### src/led_double_pulse_breather_top_assert.svh
// assertion macros for the breather top level
`ifndef LED_DOUBLE_PULSE_BREATHER_TOP_ASSERT_SVH
`define LED_DOUBLE_PULSE_BREATHER_TOP_ASSERT_SVH

// antecedent implies consequent in the same cycle
`define LDPB_ASSERT_NOW(label, ante, cons, msg) \
    label: assert property (@(posedge clk) disable iff (!rst_n) (ante) |-> (cons)) \
        else $error(msg);

// antecedent implies consequent in the next cycle
`define LDPB_ASSERT_NEXT(label, ante, cons, msg) \
    label: assert property (@(posedge clk) disable iff (!rst_n) (ante) |=> (cons)) \
        else $error(msg);

`endif

### src/ldpb_pkg.sv
package ldpb_pkg;

    localparam int CFG_IDX_BITS = 3;
    localparam int CFG_DATA_BITS = 16;
    localparam int PERIOD_BITS = 16;
    localparam int PULSE_BITS = 8;
    localparam int MODE_BITS = 2;
    localparam int OUT_DUTY_BITS = 8;

    // register indexes
    localparam logic [CFG_IDX_BITS-1:0] REG_STEP_PERIOD = 3'd0;
    localparam logic [CFG_IDX_BITS-1:0] REG_PAUSE_PERIOD = 3'd1;
    localparam logic [CFG_IDX_BITS-1:0] REG_BLINK_PERIOD = 3'd2;
    localparam logic [CFG_IDX_BITS-1:0] REG_PULSES_PER_GROUP = 3'd3;
    localparam logic [CFG_IDX_BITS-1:0] REG_FORCE_MODE = 3'd4;

    // force modes; the unused code behaves as forced on
    localparam logic [MODE_BITS-1:0] FORCE_NORMAL = 2'd0;
    localparam logic [MODE_BITS-1:0] FORCE_OFF = 2'd1;
    localparam logic [MODE_BITS-1:0] FORCE_ON = 2'd2;

    // register reset values
    localparam logic [PERIOD_BITS-1:0] STEP_PERIOD_RST = 16'd4;
    localparam logic [PERIOD_BITS-1:0] PAUSE_PERIOD_RST = 16'd1000;
    localparam logic [PERIOD_BITS-1:0] BLINK_PERIOD_RST = 16'd150;
    localparam logic [PULSE_BITS-1:0] PULSES_PER_GROUP_RST = 8'd2;

    typedef struct packed {
        logic [PERIOD_BITS-1:0] step_period;
        logic [PERIOD_BITS-1:0] pause_period;
        logic [PERIOD_BITS-1:0] blink_period;
        logic [PULSE_BITS-1:0]  pulses_per_group;
        logic [MODE_BITS-1:0]   force_mode;
    } cfg_t;

endpackage

### src/ldpb_cfg.sv
module ldpb_cfg (
    input  logic                                clk,
    input  logic                                rst_n,
    input  logic                                cfg_valid,
    output logic                                cfg_ready,
    input  logic [ldpb_pkg::CFG_IDX_BITS-1:0]   cfg_index,
    input  logic [ldpb_pkg::CFG_DATA_BITS-1:0]  cfg_data,
    output ldpb_pkg::cfg_t                      cfg
);

    ldpb_pkg::cfg_t cfg_reg;
    ldpb_pkg::cfg_t cfg_next;

    assign cfg_ready = 1'b1;
    assign cfg = cfg_reg;

    always_comb
    begin
        cfg_next = cfg_reg;
        if (cfg_valid)
        begin
            unique case (cfg_index)
                ldpb_pkg::REG_STEP_PERIOD:
                    cfg_next.step_period = cfg_data;
                ldpb_pkg::REG_PAUSE_PERIOD:
                    cfg_next.pause_period = cfg_data;
                ldpb_pkg::REG_BLINK_PERIOD:
                    cfg_next.blink_period = cfg_data;
                ldpb_pkg::REG_PULSES_PER_GROUP:
                    cfg_next.pulses_per_group = cfg_data[ldpb_pkg::PULSE_BITS-1:0];
                ldpb_pkg::REG_FORCE_MODE:
                    cfg_next.force_mode = cfg_data[ldpb_pkg::MODE_BITS-1:0];
                default:
                    cfg_next = cfg_reg;
            endcase
        end
    end

    always_ff @(posedge clk or negedge rst_n)
    begin
        if (!rst_n)
        begin
            cfg_reg.step_period <= ldpb_pkg::STEP_PERIOD_RST;
            cfg_reg.pause_period <= ldpb_pkg::PAUSE_PERIOD_RST;
            cfg_reg.blink_period <= ldpb_pkg::BLINK_PERIOD_RST;
            cfg_reg.pulses_per_group <= ldpb_pkg::PULSES_PER_GROUP_RST;
            cfg_reg.force_mode <= ldpb_pkg::FORCE_NORMAL;
        end
        else
        begin
            cfg_reg <= cfg_next;
        end
    end

endmodule

### src/ldpb_core.sv
module ldpb_core #(
    parameter int DUTY_BITS = 8,
    parameter int TIMER_BITS = 16
) (
    input  logic                                 clk,
    input  logic                                 rst_n,
    input  logic                                 en,
    input  logic                                 fault,
    input  ldpb_pkg::cfg_t                       cfg,
    output logic [ldpb_pkg::OUT_DUTY_BITS-1:0]   duty,
    output logic                                 led_on
);

    localparam int CMP_W = (TIMER_BITS > ldpb_pkg::PERIOD_BITS) ?
                           TIMER_BITS : ldpb_pkg::PERIOD_BITS;
    localparam logic [DUTY_BITS-1:0] FULL = {DUTY_BITS{1'b1}};
    localparam logic [TIMER_BITS-1:0] TMAX = {TIMER_BITS{1'b1}};

    logic [DUTY_BITS-1:0]            level_reg, level_next;
    logic                            going_up_reg, going_up_next;
    logic [ldpb_pkg::PULSE_BITS-1:0] pulses_done_reg, pulses_done_next;
    logic                            pausing_reg, pausing_next;
    logic [TIMER_BITS-1:0]           since_step_reg, since_step_next;
    logic [TIMER_BITS-1:0]           since_pause_reg, since_pause_next;
    logic [TIMER_BITS-1:0]           since_toggle_reg, since_toggle_next;
    logic                            blink_phase_reg, blink_phase_next;

    logic [TIMER_BITS-1:0]           step_inc, pause_inc, toggle_inc;
    logic [ldpb_pkg::PULSE_BITS-1:0] pulses_inc;
    logic [DUTY_BITS-1:0]            level_up, level_dn;
    logic [DUTY_BITS-1:0]            duty_val;
    logic                            run;

    // saturating elapsed counters
    assign step_inc = (since_step_reg == TMAX) ? TMAX : since_step_reg + 1'b1;
    assign pause_inc = (since_pause_reg == TMAX) ? TMAX : since_pause_reg + 1'b1;
    assign toggle_inc = (since_toggle_reg == TMAX) ? TMAX : since_toggle_reg + 1'b1;
    assign pulses_inc = pulses_done_reg + 1'b1;
    assign level_up = (level_reg == FULL) ? FULL : level_reg + 1'b1;
    assign level_dn = (level_reg == '0) ? '0 : level_reg - 1'b1;

    always_comb
    begin
        level_next = level_reg;
        going_up_next = going_up_reg;
        pulses_done_next = pulses_done_reg;
        pausing_next = pausing_reg;
        since_step_next = since_step_reg;
        since_pause_next = since_pause_reg;
        since_toggle_next = since_toggle_reg;
        blink_phase_next = blink_phase_reg;
        run = 1'b0;
        duty_val = level_reg;

        unique case (cfg.force_mode)
            ldpb_pkg::FORCE_OFF:
                duty_val = '0;
            ldpb_pkg::FORCE_NORMAL:
            begin
                since_step_next = step_inc;
                since_pause_next = pause_inc;
                since_toggle_next = toggle_inc;
                if (fault)
                begin
                    // fault blink overrides the ramp
                    if (CMP_W'(toggle_inc) >= CMP_W'(cfg.blink_period))
                    begin
                        since_toggle_next = '0;
                        blink_phase_next = ~blink_phase_reg;
                        level_next = blink_phase_reg ? '0 : FULL;
                    end
                end
                else
                begin
                    run = 1'b1;
                    if (pausing_reg)
                    begin
                        if (CMP_W'(pause_inc) >= CMP_W'(cfg.pause_period))
                            pausing_next = 1'b0;
                        else
                            run = 1'b0;
                    end
                    if (run && (CMP_W'(step_inc) >= CMP_W'(cfg.step_period)))
                    begin
                        since_step_next = '0;
                        if (going_up_reg)
                        begin
                            level_next = level_up;
                            if (level_up == FULL)
                                going_up_next = 1'b0;
                        end
                        else
                        begin
                            level_next = level_dn;
                            if (level_dn == '0)
                            begin
                                // bottom of a triangle ends one pulse
                                going_up_next = 1'b1;
                                pulses_done_next = pulses_inc;
                                if (pulses_inc >= cfg.pulses_per_group)
                                begin
                                    pulses_done_next = '0;
                                    pausing_next = 1'b1;
                                    since_pause_next = '0;
                                end
                            end
                        end
                    end
                end
                duty_val = level_next;
            end
            default:
                duty_val = FULL;
        endcase
    end

    assign duty = ldpb_pkg::OUT_DUTY_BITS'(duty_val);
    assign led_on = |duty_val;

    always_ff @(posedge clk or negedge rst_n)
    begin
        if (!rst_n)
        begin
            level_reg <= '0;
            going_up_reg <= 1'b1;
            pulses_done_reg <= '0;
            pausing_reg <= 1'b0;
            since_step_reg <= '0;
            since_pause_reg <= '0;
            since_toggle_reg <= '0;
            blink_phase_reg <= 1'b0;
        end
        else if (en)
        begin
            level_reg <= level_next;
            going_up_reg <= going_up_next;
            pulses_done_reg <= pulses_done_next;
            pausing_reg <= pausing_next;
            since_step_reg <= since_step_next;
            since_pause_reg <= since_pause_next;
            since_toggle_reg <= since_toggle_next;
            blink_phase_reg <= blink_phase_next;
        end
    end

endmodule

### src/led_double_pulse_breather_top.sv
// led double-pulse breather
// slave stream: one request per millisecond tick, tdata[0] = fault
// master stream: one result per request, tdata[7:0] = duty, tdata[8] = led_on
// config channel: cfg_valid/cfg_ready with cfg_index and cfg_data; cfg_ready is
//   always high, write only while the stream path is idle
// path: an accepted request waits in the input register; when the output
//   register is free or emptying, the core computes its result into the
//   output register, which drives m_axis_tvalid
// throughput: one request per cycle while the receiver keeps tready high;
//   the core updates its state between the input and output registers
// stall: when the receiver holds tready low, the output register keeps its
//   result and the input register holds one more request; s_axis_tready falls
//   only when both are full
// reset: rst_n is asynchronous, active low; both pipeline stages empty, the
//   ramp starts at zero going up, registers return to their default values
module led_double_pulse_breather_top #(
    parameter int DUTY_BITS = 8,
    parameter int TIMER_BITS = 16
) (
    input  logic                                clk,
    input  logic                                rst_n,
    input  logic                                s_axis_tvalid,
    output logic                                s_axis_tready,
    input  logic [7:0]                          s_axis_tdata,   // [0] fault, rest zero
    output logic                                m_axis_tvalid,
    input  logic                                m_axis_tready,
    output logic [15:0]                         m_axis_tdata,   // [7:0] duty, [8] led_on
    input  logic                                cfg_valid,
    output logic                                cfg_ready,
    input  logic [ldpb_pkg::CFG_IDX_BITS-1:0]   cfg_index,
    input  logic [ldpb_pkg::CFG_DATA_BITS-1:0]  cfg_data
);

    `include "led_double_pulse_breather_top_assert.svh"

    ldpb_pkg::cfg_t cfg;

    // input stage
    logic in_valid_reg, in_valid_next;
    logic fault_reg;
    // output stage
    logic out_valid_reg, out_valid_next;
    logic [ldpb_pkg::OUT_DUTY_BITS-1:0] out_duty_reg;
    logic out_led_reg;

    logic in_take;
    logic advance;
    logic [ldpb_pkg::OUT_DUTY_BITS-1:0] core_duty;
    logic core_led;

    ldpb_cfg u_cfg (
        .clk       (clk),
        .rst_n     (rst_n),
        .cfg_valid (cfg_valid),
        .cfg_ready (cfg_ready),
        .cfg_index (cfg_index),
        .cfg_data  (cfg_data),
        .cfg       (cfg)
    );

    // the held request moves on whenever the output register is free or emptying
    assign advance = in_valid_reg && (!out_valid_reg || m_axis_tready);
    assign s_axis_tready = !in_valid_reg || advance;
    assign in_take = s_axis_tvalid && s_axis_tready;

    ldpb_core #(
        .DUTY_BITS  (DUTY_BITS),
        .TIMER_BITS (TIMER_BITS)
    ) u_core (
        .clk    (clk),
        .rst_n  (rst_n),
        .en     (advance),
        .fault  (fault_reg),
        .cfg    (cfg),
        .duty   (core_duty),
        .led_on (core_led)
    );

    always_comb
    begin
        in_valid_next = in_valid_reg;
        if (in_take)
            in_valid_next = 1'b1;
        else if (advance)
            in_valid_next = 1'b0;

        out_valid_next = out_valid_reg;
        if (advance)
            out_valid_next = 1'b1;
        else if (m_axis_tready)
            out_valid_next = 1'b0;
    end

    always_ff @(posedge clk or negedge rst_n)
    begin
        if (!rst_n)
        begin
            in_valid_reg <= 1'b0;
            out_valid_reg <= 1'b0;
        end
        else
        begin
            in_valid_reg <= in_valid_next;
            out_valid_reg <= out_valid_next;
        end
    end

    // payload registers
    always_ff @(posedge clk)
    begin
        if (in_take)
            fault_reg <= s_axis_tdata[0];
        if (advance)
        begin
            out_duty_reg <= core_duty;
            out_led_reg <= core_led;
        end
    end

    assign m_axis_tvalid = out_valid_reg;
    assign m_axis_tdata = {7'd0, out_led_reg, out_duty_reg};

    // both stages full and receiver stalled: no new request may enter
    `LDPB_ASSERT_NOW(a_full_blocks, in_valid_reg && out_valid_reg && !m_axis_tready,
        !s_axis_tready, "input accepted while pipeline is full")
    // a held request is not dropped before it reaches the output stage
    `LDPB_ASSERT_NEXT(a_held_request, in_valid_reg && !advance,
        in_valid_reg, "held request lost")
    // forced off always yields a dark result
    `LDPB_ASSERT_NEXT(a_forced_off, advance && (cfg.force_mode == ldpb_pkg::FORCE_OFF),
        (m_axis_tdata[7:0] == 8'd0) && !m_axis_tdata[8], "forced off result not dark")

endmodule

### config.mk
export PLATFORM = sky130hd
export DESIGN_NAME = led_double_pulse_breather_top
export DESIGN_NICKNAME = d
export VERILOG_FILES = /design/src/ldpb_pkg.sv /design/src/ldpb_cfg.sv /design/src/ldpb_core.sv /design/src/led_double_pulse_breather_top.sv
export VERILOG_INCLUDE_DIRS = /design/src /design/src/src
export SDC_FILE = /design/constraint.sdc
export NUM_CORES = 1
export LEC_CHECK = 0
export BUFFER_PORTS_ARGS = -buffer_cell sky130_fd_sc_hd__buf_2
export CORE_MARGIN = 2
export CORE_UTILIZATION = 35
export DETAILED_ROUTE_END_ITERATION = 6
export PLACE_DENSITY = 0.62
export REMOVE_ABC_BUFFERS = 1
export SETUP_SLACK_MARGIN = 0.15
export SLEW_MARGIN = 20
export SYNTH_ARGS = -nofsm -noshare
export SYNTH_HDL_FRONTEND = slang
export SYNTH_SLANG_ARGS = --single-unit
### constraint.sdc
create_clock -name clk -period 8.1 [get_ports clk]
set_input_delay 1.62 -clock clk [delete_from_list [all_inputs] [get_ports clk]]
set_output_delay 1.62 -clock clk [all_outputs]
set_load 0.1 [all_outputs]
==> flow_summary.ini <==
[clocking]
htree_levels = 4
cts.sinks = 137
clkLatencyLatePin_ns = 0.43
cts_setup_buffers = 0
cts_tree = built
post_cts_resize_count = 0
ctsHoldBuffers = 0
clk_path_buf_depth = 2
cts-root-buf = clkbuf_16
clk_pin_slew_worst_paths_ns = 0.07
cts_buffers = 17

[setup_path]
cp_max_fo = 23
crit_path_top_delay_cell = nand3_1
path_class = reg -> reg
worstSetupStartpointType = flop
cpPeakStageDelay_ns = 0.70
crit_path_end = out_led_reg$_DFFE_PP_
required_ns = 8.26
timing.rr.end = out_led_reg$_DFFE_PP_
crit_path_end_kind = flop
worstPathArrival_ns = 5.93
crit_path_start = u_core.since_step_reg[0]$_DFFE_PN0P_
cp_cell_sequence = ha_1 > nand3_1 > nor2_1 > nand3_1 > nor2_1 > and4_1 > nand3_1 > buf_4 > nand2_1 > ha_1 > nand4_1 > nor3_1 > o2111ai_1 > nand4_1 > nand3_1 > or3_1 > o211ai_2 > nand2_1 > or4b_1
r2r_slack_ns = 2.34
r2r_cells = 19
r2r_start = u_core.since_step_reg[0]$_DFFE_PN0P_
critPathMostFrequentCell = nand3_1

[detailed_routing]
post_drt_wl_per_cell_um = 14.5
met3_length_um = 613
vias = 6823
m1WireLength_um = 9220
drt_iter0_markers = 452
maxUsedRoutingLayer = met5
wl_met2_um = 9100
drt_wl_total_um = 19400
viasPerCell = 5.12
drc = 0
dr.pass1.iters = 5
ant_nets = 0

[synthesis]
synth_seq_area_share = 0.409
synth_top_area_cell = dfrtp_1
yosysMostFrequentCell = nand2_1
synthCells = 989
ys.flop_type = dfrtp_1
yosys-top-cells-count = nand2_1 (156), dfrtp_1 (114), o21ai_0 (98)
yosys.area.top_type_share = 0.334
syn_area_mm2 = 0.00855
ys_seq_elements = 137
synth_area_per_cell_um2 = 8.65
ys_types = 64
yosys-top-cells-area = dfrtp_1 (33%), ha_1 (9.1%), nand2_1 (6.8%)
async_reset_ff_frac = 0.927
synth-edff-count = 10
ys_warn_count = 0

[min_path]
worstHoldStart = in_valid_reg$_DFFE_PN0P_
hp-class = reg -> reg

[sta]
period_share = 0.711
drv_slew = 0
post-route-min-period_ns = 5.76
tns_ns = 0
setup-violations-final = 0
max_freq_ghz = 0.174
rsz0062_at_grt = no
worst_pin_slew_ns = 0.966
relSlewSlack = 0.356
fin_skew_ns = 0.0103
hold_viol_final = 0

[power_and_ir_drop]
max-vdd-ir-drop_uv = 167
p_leak_nw = 4.35
powerDensity_mw_per_mm2 = 232

[final_layout]
largest_register_ffs = 58
fin_cells = 1333
layout.nets = 1090
area_growth_pct = 11.5
drive_above_1_share = 0.115
finalInstanceArea_mm2 = 0.00954
n_antenna_cell = 0

[global_routing]
antenna_found_initial = 1
grt_start_max_net_pins = 72
grt_overflow = 0
grt_first_pass_wirelength_um = 33000
grt_util_all_layers = 0.158
grt_pass1_vias = 6678

[place]
dp_cells = 1301
port_buffers = 35
dpl_cell_area_mm2 = 0.00897
dpl.hpwl_um = 13800
globalplace.congestion = 0.796

[outcome]
outcome = finished clean

[floorplanning]
pin_count = 51
fp.dieArea_mm2 = 0.0257
floorplan.initialDensity = 0.354
fp.coreArea_mm2 = 0.0242
rows = 57
die_h_um = 160
dieWidth_um = 160

[run]
max_cap_viol_count = 0
==> routing by layer <==
layer	up-vias	track usage
met5	-	0
met4	2	0.0590
met3	31	0.0323
met2	114	0.258
met1	3202	0.207
li1	3474	-
==> worst max-delay path: cells and delay by family, from the launching register on <==
kind	cells	cell delay [ns]
AO/OA/AOI/OAI	2	0.26
buffers and inverters	1	0.22
flip-flops	1	0.40
adder cells (fa/ha/maj)	2	0.40
AND/OR/NAND/NOR	14	4.20
==> cells in the final DEF (no fill, tap or decap), types with 8 or more instances in the layout <==
| cell type | synthesis | layout |
|---|---|---|
| dfstp_2 | 13 | 13 |
| nor2b_1 | 10 | 10 |
| a31oi_1 | 14 | 14 |
| buf_2 | 3 | 34 |
| clkbuf_16 | 0 | 17 |
| inv_1 | 70 | 70 |
| o22a_1 | 9 | 9 |
| ha_1 | 62 | 62 |
| mux2_2 | 15 | 15 |
| a21oi_1 | 54 | 54 |
| and3_1 | 16 | 16 |
| xnor2_1 | 23 | 23 |
| nand4_1 | 13 | 13 |
| dfrtp_1 | 114 | 114 |
| a211oi_1 | 8 | 8 |
| conb_1 | 2 | 8 |
| edfxtp_1 | 10 | 10 |
| and2_1 | 8 | 8 |
| or3_1 | 8 | 8 |
| nand3_1 | 48 | 47 |
| nand2b_1 | 18 | 18 |
| nand2_1 | 156 | 156 |
| xor2_1 | 11 | 11 |
| a22o_1 | 21 | 21 |
| o21ai_0 | 98 | 98 |
| nor3_1 | 13 | 12 |
| nor2_1 | 42 | 41 |
==> where the power goes <==
| part | internal (mW) | switching (mW) |
|---|---|---|
| registers | 0.811 | 0.0919 |
| clock network | 0.428 | 0.322 |
| logic | 0.210 | 0.347 |
| total | 1.45 | 0.761 |
==> through the flow <==
stage | utilization | hold slack (ns) | power, mW | setup slack (ns)
2_1_floorplan | - | 0.457 | 1.31 | 3.21
3_3_place_gp | 0.371 | 0.466 | 1.46 | 2.52
3_5_place_dp | 0.371 | 0.485 | 1.47 | 2.43
4_1_cts | 0.394 | 0.503 | 2.23 | 2.43
5_1_grt | 0.394 | 0.518 | 2.36 | 1.82
6_report | 0.394 | 0.504 | 2.21 | 2.34
==> worst min path at each step <==
| stage | to | slack, ns | cells past startpoint |
|---|---|---|---|
| CTS | m_axis_tvalid$_DFFE_PN0P_ | 0.50 | 1 |
| floorplan | m_axis_tvalid$_DFFE_PN0P_ | 0.46 | 1 |
| global route | m_axis_tvalid$_DFFE_PN0P_ | 0.52 | 1 |
| detailed placement | m_axis_tvalid$_DFFE_PN0P_ | 0.48 | 1 |
| global placement | m_axis_tvalid$_DFFE_PN0P_ | 0.47 | 1 |
| finish | m_axis_tvalid$_DFFE_PN0P_ | 0.50 | 1 |
==> cell families after synthesis <==
group / synth area share
AND/OR/NAND/NOR: 0.194
flip-flops: 0.409
other: 0.000878
buffers and inverters: 0.0625
multiplexers: 0.0244
AO/OA/AOI/OAI: 0.184
adder cells (fa/ha/maj): 0.0907
XOR/XNOR: 0.0348
==> final cells by class <==
type | instances | area, um^2
Fill cell | 2437 | 14600
Multi-Input combinational cell | 726 | 4560
Tap cell | 324 | 405
Inverter | 72 | 270
Clock buffer | 17 | 425
Timing Repair Buffer | 42 | 234
Sequential cell | 137 | 3490
Clock inverter | 15 | 144
No activity file was read; power rests on OpenSTA's default activity.
